--- config.mk ---
export PLATFORM = sky130hd
export DESIGN_NAME = substring_eraser
export DESIGN_NICKNAME = d
export VERILOG_FILES = /design/src/rtl/se_pkg.sv /design/src/rtl/se_fifo.sv /design/src/rtl/se_front.sv /design/src/rtl/se_back.sv /design/src/rtl/substring_eraser.sv
export SDC_FILE = /design/constraint.sdc
export NUM_CORES = 1
export LEC_CHECK = 0
export BUFFER_PORTS_ARGS = -buffer_cell sky130_fd_sc_hd__clkbuf_2
export CAP_MARGIN = 20
export CELL_PAD_IN_SITES_DETAIL_PLACEMENT = 1
export CELL_PAD_IN_SITES_GLOBAL_PLACEMENT = 2
export CORE_MARGIN = 3
export CORE_UTILIZATION = 40
export CTS_CLUSTER_DIAMETER = 150
export DETAILED_ROUTE_END_ITERATION = 7
export GPL_ROUTABILITY_DRIVEN = 1
export PLACE_DENSITY_LB_ADDON = 0.08
export RECOVER_POWER = 100
export SLEW_MARGIN = 0
export SYNTH_ARGS = -nofsm -noshare
export SYNTH_HDL_FRONTEND = slang
export SYNTH_SLANG_ARGS = --single-unit
--- constraint.sdc ---
create_clock -name clk -period 9.5 [get_ports clk]
set_clock_uncertainty 0.2 [all_clocks]
set_input_delay 0.475 -clock clk [delete_from_list [all_inputs] [get_ports clk]]
set_output_delay 0.475 -clock clk [all_outputs]
set_load 0.005 [all_outputs]
--- src/rtl/se_pkg.sv ---
package se_pkg;

  localparam int CP_W            = 21;
  localparam int LEN_W           = 3;
  localparam int CFG_IDX_W       = 3;
  localparam int CFG_DATA_W      = 21;
  localparam int MAX_PATTERN_DEF = 6;
  localparam int CMD_DEPTH       = 4;

  localparam logic [CFG_IDX_W-1:0] REG_PATTERN_LENGTH = 3'd0;
  localparam logic [CFG_IDX_W-1:0] REG_PATTERN_0      = 3'd1;

  typedef enum logic [0:0] {
    CMD_PASS,
    CMD_WINDOW
  } cmd_kind_t;

  typedef struct packed {
    cmd_kind_t         kind;
    logic [CP_W-1:0]   cp;
    logic              last;
  } cmd_t;

  typedef struct packed {
    logic [LEN_W-1:0]  len;
    logic              clear;
  } se_ctl_t;

  typedef enum logic [0:0] {
    ST_RUN,
    ST_FLUSH
  } back_state_t;

endpackage

--- src/rtl/se_fifo.sv ---
module se_fifo
  import se_pkg::*;
#(
  parameter int WIDTH = 8,
  parameter int DEPTH = CMD_DEPTH
) (
  input  logic             clk,
  input  logic             rst_n,
  input  logic             wr_en,
  input  logic [WIDTH-1:0] wr_data,
  output logic             full,
  input  logic             rd_en,
  output logic [WIDTH-1:0] rd_data,
  output logic             valid
);

  localparam int PTR_W = (DEPTH > 1) ? $clog2(DEPTH) : 1;
  localparam int CNT_W = $clog2(DEPTH + 1);

  logic [WIDTH-1:0] mem_r [DEPTH];
  logic [PTR_W-1:0] wr_ptr_r, wr_ptr_nxt;
  logic [PTR_W-1:0] rd_ptr_r, rd_ptr_nxt;
  logic [CNT_W-1:0] count_r, count_nxt;
  logic             do_wr, do_rd;

  assign full    = (count_r == CNT_W'(DEPTH));
  assign valid   = (count_r != '0);
  assign rd_data = mem_r[rd_ptr_r];
  assign do_wr   = wr_en && !full;
  assign do_rd   = rd_en && valid;

  always_comb begin
    wr_ptr_nxt = wr_ptr_r;
    rd_ptr_nxt = rd_ptr_r;
    count_nxt  = count_r;
    if (do_wr) begin
      wr_ptr_nxt = (wr_ptr_r == PTR_W'(DEPTH - 1)) ? '0 : wr_ptr_r + 1'b1;
    end
    if (do_rd) begin
      rd_ptr_nxt = (rd_ptr_r == PTR_W'(DEPTH - 1)) ? '0 : rd_ptr_r + 1'b1;
    end
    if (do_wr && !do_rd) begin
      count_nxt = count_r + 1'b1;
    end else if (do_rd && !do_wr) begin
      count_nxt = count_r - 1'b1;
    end
  end

  always_ff @(posedge clk) begin
    if (!rst_n) begin
      wr_ptr_r <= '0;
      rd_ptr_r <= '0;
      count_r  <= '0;
    end else begin
      wr_ptr_r <= wr_ptr_nxt;
      rd_ptr_r <= rd_ptr_nxt;
      count_r  <= count_nxt;
    end
  end

  always_ff @(posedge clk) begin
    if (do_wr) begin
      mem_r[wr_ptr_r] <= wr_data;
    end
  end

endmodule

--- src/rtl/se_front.sv ---
module se_front
  import se_pkg::*;
#(
  parameter int MAX_PATTERN = MAX_PATTERN_DEF
) (
  input  logic                              clk,
  input  logic                              rst_n,
  input  logic                              cfg_we,
  input  logic [CFG_IDX_W-1:0]              cfg_index,
  input  logic [CFG_DATA_W-1:0]             cfg_data,
  input  logic                              push,
  input  logic [CP_W-1:0]                   in_code_point,
  input  logic                              in_end_of_string,
  output logic                              cmd_push,
  output cmd_t                              cmd,
  output se_ctl_t                           ctl,
  output logic [MAX_PATTERN-1:0][CP_W-1:0]  pattern
);

  logic [LEN_W-1:0]                  len_r;
  logic [MAX_PATTERN-1:0][CP_W-1:0]  pattern_r;
  logic [LEN_W-1:0]                  eff_len;

  assign eff_len = (len_r > LEN_W'(MAX_PATTERN)) ? LEN_W'(MAX_PATTERN) : len_r;

  assign ctl.len   = eff_len;
  assign ctl.clear = cfg_we && (cfg_index == REG_PATTERN_LENGTH);
  assign pattern   = pattern_r;

  assign cmd_push = push;
  assign cmd.kind = (eff_len == '0) ? CMD_PASS : CMD_WINDOW;
  assign cmd.cp   = in_code_point;
  assign cmd.last = in_end_of_string;

  always_ff @(posedge clk) begin
    if (!rst_n) begin
      len_r     <= '0;
      pattern_r <= '0;
    end else if (cfg_we) begin
      if (cfg_index == REG_PATTERN_LENGTH) begin
        len_r <= cfg_data[LEN_W-1:0];
      end
      for (int i = 0; i < MAX_PATTERN; i++) begin
        if (cfg_index == REG_PATTERN_0 + CFG_IDX_W'(i)) begin
          pattern_r[i] <= cfg_data[CP_W-1:0];
        end
      end
    end
  end

endmodule

--- src/rtl/se_back.sv ---
module se_back
  import se_pkg::*;
#(
  parameter int MAX_PATTERN = MAX_PATTERN_DEF
) (
  input  logic                              clk,
  input  logic                              rst_n,
  input  logic                              cmd_valid,
  input  cmd_t                              cmd,
  output logic                              cmd_pop,
  input  se_ctl_t                           ctl,
  input  logic [MAX_PATTERN-1:0][CP_W-1:0]  pattern,
  input  logic                              pop,
  output logic                              empty,
  output logic [CP_W-1:0]                   out_code_point,
  output logic                              out_has_char,
  output logic                              out_string_done
);

  localparam int FILL_W = $clog2(MAX_PATTERN + 1);

  back_state_t      state_r, state_nxt;
  logic [FILL_W-1:0] fill_r, fill_nxt;
  logic [CP_W-1:0]  win_r [MAX_PATTERN];
  logic [CP_W-1:0]  win_nxt [MAX_PATTERN];
  logic [CP_W-1:0]  win_ins [MAX_PATTERN];
  logic [CP_W-1:0]  sh_ins [MAX_PATTERN];
  logic [CP_W-1:0]  sh_win [MAX_PATTERN];

  logic             out_valid_r, out_valid_nxt;
  logic [CP_W-1:0]  out_cp_r, out_cp_nxt;
  logic             out_has_r, out_has_nxt;
  logic             out_done_r, out_done_nxt;

  logic             out_take, can_emit, match;
  logic [LEN_W-1:0] fill_inc;
  logic             emit;
  logic [CP_W-1:0]  e_cp;
  logic             e_has, e_done;

  assign empty           = !out_valid_r;
  assign out_code_point  = out_cp_r;
  assign out_has_char    = out_has_r;
  assign out_string_done = out_done_r;

  assign out_take = pop && out_valid_r;
  assign can_emit = !out_valid_r || out_take;
  assign fill_inc = LEN_W'(fill_r) + 1'b1;

  always_comb begin
    for (int i = 0; i < MAX_PATTERN; i++) begin
      win_ins[i] = (LEN_W'(i) == LEN_W'(fill_r)) ? cmd.cp : win_r[i];
    end
    for (int i = 0; i < MAX_PATTERN - 1; i++) begin
      sh_ins[i] = win_ins[i + 1];
      sh_win[i] = win_r[i + 1];
    end
    sh_ins[MAX_PATTERN-1] = win_ins[MAX_PATTERN-1];
    sh_win[MAX_PATTERN-1] = win_r[MAX_PATTERN-1];
    match = 1'b1;
    for (int i = 0; i < MAX_PATTERN; i++) begin
      if ((LEN_W'(i) < ctl.len) && (win_ins[i] != pattern[i])) begin
        match = 1'b0;
      end
    end
  end

  always_comb begin
    state_nxt = state_r;
    fill_nxt  = fill_r;
    win_nxt   = win_r;
    cmd_pop   = 1'b0;
    emit      = 1'b0;
    e_cp      = '0;
    e_has     = 1'b0;
    e_done    = 1'b0;
    case (state_r)
      ST_RUN: begin
        if (cmd_valid && can_emit) begin
          cmd_pop = 1'b1;
          if (cmd.kind == CMD_PASS) begin
            emit   = 1'b1;
            e_cp   = cmd.cp;
            e_has  = 1'b1;
            e_done = cmd.last;
          end else if (fill_inc == ctl.len) begin
            if (match) begin
              fill_nxt = '0;
              if (cmd.last) begin
                emit   = 1'b1;
                e_done = 1'b1;
              end
            end else begin
              emit     = 1'b1;
              e_cp     = win_ins[0];
              e_has    = 1'b1;
              e_done   = cmd.last && (ctl.len == LEN_W'(1));
              win_nxt  = sh_ins;
              fill_nxt = FILL_W'(ctl.len - 1'b1);
              if (cmd.last && (ctl.len != LEN_W'(1))) begin
                state_nxt = ST_FLUSH;
              end
            end
          end else begin
            win_nxt  = win_ins;
            fill_nxt = FILL_W'(fill_inc);
            if (cmd.last) begin
              state_nxt = ST_FLUSH;
            end
          end
        end
      end
      ST_FLUSH: begin
        if (can_emit) begin
          emit     = 1'b1;
          e_cp     = win_r[0];
          e_has    = 1'b1;
          e_done   = (fill_r == FILL_W'(1));
          win_nxt  = sh_win;
          fill_nxt = fill_r - 1'b1;
          if (fill_r == FILL_W'(1)) begin
            state_nxt = ST_RUN;
          end
        end
      end
      default: begin
        state_nxt = ST_RUN;
      end
    endcase
    if (ctl.clear) begin
      fill_nxt  = '0;
      state_nxt = ST_RUN;
    end
  end

  always_comb begin
    out_valid_nxt = out_valid_r;
    out_cp_nxt    = out_cp_r;
    out_has_nxt   = out_has_r;
    out_done_nxt  = out_done_r;
    if (emit) begin
      out_valid_nxt = 1'b1;
      out_cp_nxt    = e_cp;
      out_has_nxt   = e_has;
      out_done_nxt  = e_done;
    end else if (out_take) begin
      out_valid_nxt = 1'b0;
    end
  end

  always_ff @(posedge clk) begin
    if (!rst_n) begin
      state_r     <= ST_RUN;
      fill_r      <= '0;
      out_valid_r <= 1'b0;
    end else begin
      state_r     <= state_nxt;
      fill_r      <= fill_nxt;
      out_valid_r <= out_valid_nxt;
    end
  end

  always_ff @(posedge clk) begin
    win_r      <= win_nxt;
    out_cp_r   <= out_cp_nxt;
    out_has_r  <= out_has_nxt;
    out_done_r <= out_done_nxt;
  end

`ifndef SYNTHESIS
  a_fill_below_len: assert property (@(posedge clk) disable iff (!rst_n)
    (state_r == ST_RUN && ctl.len != '0) |-> (LEN_W'(fill_r) < ctl.len))
    else $error("window fill reached the pattern length while scanning");

  a_flush_nonempty: assert property (@(posedge clk) disable iff (!rst_n)
    (state_r == ST_FLUSH) |-> (fill_r != '0))
    else $error("flush entered with an empty window");

  a_flush_last_done: assert property (@(posedge clk) disable iff (!rst_n)
    (state_r == ST_FLUSH && emit && fill_r == FILL_W'(1) && !ctl.clear)
      |=> (out_valid_r && out_string_done && out_has_char))
    else $error("last flushed entry did not close the string");

  a_bare_marker: assert property (@(posedge clk) disable iff (!rst_n)
    (emit && !e_has) |-> (e_done && e_cp == '0))
    else $error("bare end marker carries a code point");
`endif

endmodule

--- src/rtl/substring_eraser.sv ---
// Deletes every leftmost, non-overlapping occurrence of a pattern of up to
// MAX_PATTERN code points from a stream of strings, one code point per push.
// The front stage takes one item per cycle into a four-entry command queue
// unless it is full; the back stage retires one queued item per cycle via
// the window compare while its output is free or popped, so the sustained
// rate is one item per cycle. At a string's end the back stage flushes the
// window entries left over, up to the pattern length minus one, before the
// next item; the queue takes items meanwhile until it fills. Writing the
// pattern length drops buffered window entries; length zero is pass-through.
module substring_eraser
  import se_pkg::*;
#(
  parameter int MAX_PATTERN = MAX_PATTERN_DEF
) (
  input  logic                   clk,
  input  logic                   rst_n,
  input  logic                   cfg_we,
  input  logic [CFG_IDX_W-1:0]   cfg_index,
  input  logic [CFG_DATA_W-1:0]  cfg_data,
  input  logic                   push,
  output logic                   full,
  input  logic [CP_W-1:0]        in_code_point,
  input  logic                   in_end_of_string,
  output logic                   empty,
  input  logic                   pop,
  output logic [CP_W-1:0]        out_code_point,
  output logic                   out_has_char,
  output logic                   out_string_done
);

  logic                              cmd_push;
  cmd_t                              front_cmd;
  cmd_t                              back_cmd;
  se_ctl_t                           ctl;
  logic [MAX_PATTERN-1:0][CP_W-1:0]  pattern;
  logic [$bits(cmd_t)-1:0]           fifo_rdata;
  logic                              cmd_valid;
  logic                              cmd_pop;

  se_front #(
    .MAX_PATTERN (MAX_PATTERN)
  ) u_front (
    .clk              (clk),
    .rst_n            (rst_n),
    .cfg_we           (cfg_we),
    .cfg_index        (cfg_index),
    .cfg_data         (cfg_data),
    .push             (push),
    .in_code_point    (in_code_point),
    .in_end_of_string (in_end_of_string),
    .cmd_push         (cmd_push),
    .cmd              (front_cmd),
    .ctl              (ctl),
    .pattern          (pattern)
  );

  se_fifo #(
    .WIDTH ($bits(cmd_t)),
    .DEPTH (CMD_DEPTH)
  ) u_fifo (
    .clk     (clk),
    .rst_n   (rst_n),
    .wr_en   (cmd_push),
    .wr_data (front_cmd),
    .full    (full),
    .rd_en   (cmd_pop),
    .rd_data (fifo_rdata),
    .valid   (cmd_valid)
  );

  assign back_cmd = cmd_t'(fifo_rdata);

  se_back #(
    .MAX_PATTERN (MAX_PATTERN)
  ) u_back (
    .clk             (clk),
    .rst_n           (rst_n),
    .cmd_valid       (cmd_valid),
    .cmd             (back_cmd),
    .cmd_pop         (cmd_pop),
    .ctl             (ctl),
    .pattern         (pattern),
    .pop             (pop),
    .empty           (empty),
    .out_code_point  (out_code_point),
    .out_has_char    (out_has_char),
    .out_string_done (out_string_done)
  );

endmodule
## After elaboration in Yosys (flattened, before gate mapping)

Memory sizes are Yosys's and may differ from the RTL's. A register that Yosys moved wholly into a read port is not among the register bits.
Cells that the tools add are included.

- Input bits: 51
- Flip-flop bits (word level): 290
- Memory bits (writable): 92
- Memories kept: 1
- Word-level logic and storage cells: 174

- $add $sub $neg: 7
- Reduce and logical (&&, ||, !) cells: 37
- Equal/unequal tests: 28
- Bitwise gates (word level): 2
- $lt $le $gt $ge: 7
- Multiplexer cells: 70

Memories:

| memory | depth | width | rd ports | clocked after memory_dff | wr ports | RTL line | source |
|---|---|---|---|---|---|---|---|
| u_fifo.mem_r | 4 | 23 | 1 | 1 | 1 | se_fifo.sv:20 | `logic [WIDTH-1:0] mem_r [DEPTH];` |

Operator list:

| operator | number |
|---|---|
| $mux W126 | 5 |
| $pmux W126 S2 | 1 |
| $mux W21 | 11 |
| $ne A21 B21 Y1 | 6 |
| $pmux W21 S2 | 1 |
| $mux W1 | 35 |
| $mux W3 | 8 |
| $logic_and A1 B1 Y1 | 15 |
| $reduce_and A2 Y1 | 7 |
| $eq A3 B3 Y1 const B | 4 |
| $eq A3 B1 Y1 const B | 3 |
| $logic_not A3 Y1 | 3 |
| $sub A3 B1 Y3 const B | 3 |
| $mux W2 | 4 |
| $pmux W1 S2 | 4 |
| $reduce_and A4 Y1 | 2 |
| $add A3 B1 Y3 const B | 2 |
| $eq A2 B3 Y1 const A | 2 |
| $eq A3 B2 Y1 const B | 2 |
| $eq A3 B3 Y1 const A | 2 |
| $lt A1 B3 Y1 const A | 2 |
| $lt A2 B3 Y1 const A | 2 |
| $lt A3 B3 Y1 const A | 2 |
| $pmux W3 S2 | 1 |
| 16 further kinds | 24 |

## Longest topological paths before layout

- Depth after elaboration: 16
- Mapped depth: 15
- Depth with buffers taken out: 12

## Modules after synthesis

From an unflattened synthesis, not the netlist that was laid out.

- Cell total of the unflattened synthesis: 2075
- Area, all modules: 20592.2 sq um

Modules (own cells, without submodules):

| module | seq. area each (sq um) | area an instance (sq um) | cells each | times used |
|---|---|---|---|---|
| se_back | 4574.4 | 11777.5 | 1426 | 1 |
| se_front | 2582.5 | 4986.0 | 478 | 1 |
| se_fifo | 2942.8 | 3828.7 | 171 | 1 |

## Least setup slack after synthesis

Ideal clock, no wire load.

- Kind: reg2reg
- Start: register with a tool-made name
- End: register u_back.win_r (netlist bit u_back.sh_win[100]) (enable)
- Arrival: 6.701 ns
- Cell stages (with the launch flop): 13
- Path slack: 2.029 ns
- Path through: dfxtp_1 buf_6 buf_12 mux2i_1 mux2_2 o21ai_0 o221ai_1 nor4_1 a31oi_1 a221oi_2 nand4_2 nor3_1 nor2_1

RTL lines:

| element | RTL line | source |
|---|---|---|
| to (signal assigned) | se_back.sv:164 | `win_r <= win_nxt;` |
| to (decl) | se_back.sv:24 | `logic [CP_W-1:0] win_r [MAX_PATTERN];` |

==> results.cfg <==
[floorplan]
die_h_um = 241.0
start_util = 0.4072
rows = 85
core_area_um2 = 54240
die-area_um2 = 58070
die_w_um = 241.0
pin_count = 76

[drt]
dr_total_vias = 19875
final_antenna_net_count = 0
wl_per_cell_um = 33.26
routed_wl_um = 104900
drc_errors = 0
vias_per_cell = 6.304
first_pass_iters = 5
drtIter0Drc = 2396

[clock_tree]
clkTransAtPathRegs_ps = 60
clock-sinks = 384
cts.root.buffer_cell = clkbuf_16
clk_latency_ps = 600
cts_inserted_buffers = 45
clockBufferDepth = 3
cts_tree = done
cts_max_level = 2
postCtsSetupBuffers = 0

[sta]
tightestPinTransition_ps = 4107
relSlewSlack = -1.738
finalMaxSlewViolations = 445
min_period_over_period = 0.8216
hold_violations = 0
setup_viol = 0
rsz0062_at_grt = false
fmax_ghz = 0.1281
setup-tns-final_ps = 0
fin_crit_ps = 7805

[logic_synthesis]
yosysUniqueCellTypes = 74
async_flop_share = 0
yosysWarningCount = 0
synthesis.area_um2 = 22090
netlist_instances = 2377
syn_avg_cell_area_um2 = 9.292
synth_area_leaders = edfxtp_1 (33%), dfxtp_1 (13%), nand2_1 (8.6%), o21ai_0 (4.9%), xnor2_1 (4.6%)
synth-seq-cells = 384
synth_top_area_frac = 0.3276
syn_nets = 2442
synth_edf_count = 241
seq_area_frac_synth = 0.4573
yosys.area.top_type = edfxtp_1
synth_top_flop_cell = edfxtp_1

[setup_path]
arrival_ps = 7810
critPathKind = flip-flop to flip-flop
startpoint_type = flip-flop
crit_buf_inv = 4
cp_slowest_cell = dfxtp_1
cp-end-kind = flip-flop
worst_path_largest_cell_delay_ps = 1380
required_ps = 9510
critical_path.top_delay_family = buffers and inverters
path_common_cell = buf_4
cp_max_fo = 70
crit_chain = clkinv_1 > buf_4 > mux2_1 > o21ai_0 > xor2_1 > nor4_1 > nand4b_1 > a221oi_1 > nand4_2 > nor3_1 > nor2_1 > buf_12 > buf_4

[pwr]
p_int_mw = 4.875
comb_power_share = 0.463
p_sw_frac = 0.4661
p_leak_nw = 8.179
power.switching_mw = 4.255
pwr-share-seq = 0.347
p_clk_frac = 0.189
p_per_area_nw_per_um2 = 370.1
irDropWorstVdd_mv = 0.1686

[grt]
grt-ovfl-total = 0
grt_usage = 0.3550
grt_pass1_wl_um = 144800
grt_start_max_net_pins = 193
antenna_found_initial = 3
grt_pass1_vias = 19008

[layout]
final_cell_mix = nand2_1 (504), edfxtp_1 (241), o21ai_0 (218)
finalNonFillerCells = 3153
syn2layout_area_growth_pct = 11.69
num-nets-final = 2488
drive_gt1_frac = 0.08303
num_antenna_cells = 0
fillers = 6170
layout_commonest_cell = nand2_1

[placed_design]
post-place-cells = 3048
place_congestion = 1.026
post-dp-hpwl_um = 78040
io_buffers = 75

[outcome]
outcome = complete, but fails checks
violations = max-capacitance violations, max-slew violations

[flow_run]
drv_cap = 11

[hold_path]
hold_class = input pin to flip-flop
-- cell usage after synthesis, types with 16 or more instances --
cell type    n
mux4_2      16
nor2b_1     21
nand3_1     40
nand2_1    504
o211ai_1    27
mux2_2      24
clkbuf_1   122
dfxtp_1    143
a22oi_1     16
o21ai_0    218
a211oi_1    16
xnor2_1    117
nand4_1     19
nor4_1      24
o22ai_1     24
nor3_1      31
xor2_1      73
a21oi_1     92
o2bb2ai_1   26
inv_1       50
mux2i_1     63
nor2_1     111
a21boi_0   134
edfxtp_1   241
-- per-layer routing --
layer  vias to the layer above  wire (um)  global-route usage
met5                         -          0                   0
met4                         0       4336              0.1327
met3                       176       9866             0.07953
met2                       942      45310              0.5343
met1                     10108      45350              0.5000
li1                       8649          -                   -
-- power groups by stage --
stage / sequential (mW) / clock, mW / combinational (mW)
6_report: 3.17 / 1.73 / 4.23
5_1_grt: 3.18 / 1.82 / 4.53
4_1_cts: 3.13 / 1.75 / 4.18
3_5_place_dp: 3.15 / 0 / 4.17
3_3_place_gp: 3.16 / 0 / 4.05
2_1_floorplan: 2.82 / 0 / 2.73
-- layout make-up --
type / instances / area [um^2] / area share
inverter: 51 / 191.4 / 0.007760
sequential: 384 / 10110 / 0.4097
clock buffer: 60 / 1247 / 0.05057
timing repair buffer: 155 / 952.2 / 0.03860
clock inverter: 21 / 182.7 / 0.007405
multi-input combinational: 1786 / 11120 / 0.4507
tap: 696 / 870.8 / 0.03530
-- cells by family after synthesis --
logic type      after synthesis  synth area share
simple gates                799            0.1544
mux                         114           0.06554
xor+xnor                    190           0.07534
compound gates              669            0.1993
fa+ha+maj                    14          0.008271
flops                       384            0.4573
buf+inv                     207           0.03982
-- path summary, 6_finish.rpt --
check                                        start                          endpoint  slack, ps  cells past startpoint
setup / recovery                         flip-flop       u_back.win_r[113]$_DFFE_PP_       1690                     13
hold / removal                         cfg_data[5]  u_front.pattern[47]$_SDFFE_PN0P_         60                      3
setup reg to reg                         flip-flop       u_back.win_r[113]$_DFFE_PP_       1690                     13
hold reg to reg   u_front.pattern[85]$_SDFFE_PN0P_  u_front.pattern[85]$_SDFFE_PN0P_        330                      2
-- what timing repair did --
item | 4_1_cts | 5_1_grt
gates resized for setup | 0 | 0
endpoints found under the hold margin | 88 | 0
hold buffers | 22 | 0
-- worst register-to-register path: stages, from the launching register on --
cell and delay (ps):
dfxtp_1 1380, clkinv_1 730, buf_4 500, mux2_1 600, o21ai_0 780, xor2_1 150, nor4_1 500, nand4b_1 300
a221oi_1 380, nand4_2 420, nor3_1 410, nor2_1 280, buf_12 250, buf_4 470
-- sequential cells by signal, summed over array words and instances, names as in the netlist, named ones only --
| name | count |
|---|---|
| u_back.out_string_done | 1 |
| u_back.out_has_char | 1 |
| u_fifo.rd_ptr_r | 2 |
| u_fifo.mem_r | 92 |
| u_front.len_r | 3 |
| u_back.win_r | 21 |
| u_fifo.wr_ptr_r | 2 |
| u_back.sh_win | 105 |
| u_back.out_code_point | 21 |
| u_back.fill_r | 3 |
| u_back.state_r | 1 |
| u_fifo.count_r | 3 |
| u_back.out_valid_r | 1 |
| u_front.pattern | 126 |
-- stage by stage --
step	instance area [um^2]	utilization	hold slack [ps]	setup WS [ps]	power, mW
final	24670	0.4548	63.62	1695	9.130
after global routing	24670	0.4548	60.85	1503	9.530
after CTS	24810	0.4573	29.31	3245	9.059
after detailed placement	23150	0.4269	318.4	3256	7.321
after global placement	23100	0.4260	284.6	2955	7.208
after floorplan	22090	-	254.3	2029	5.548
Note: power is estimated with default switching activity, not from simulation.
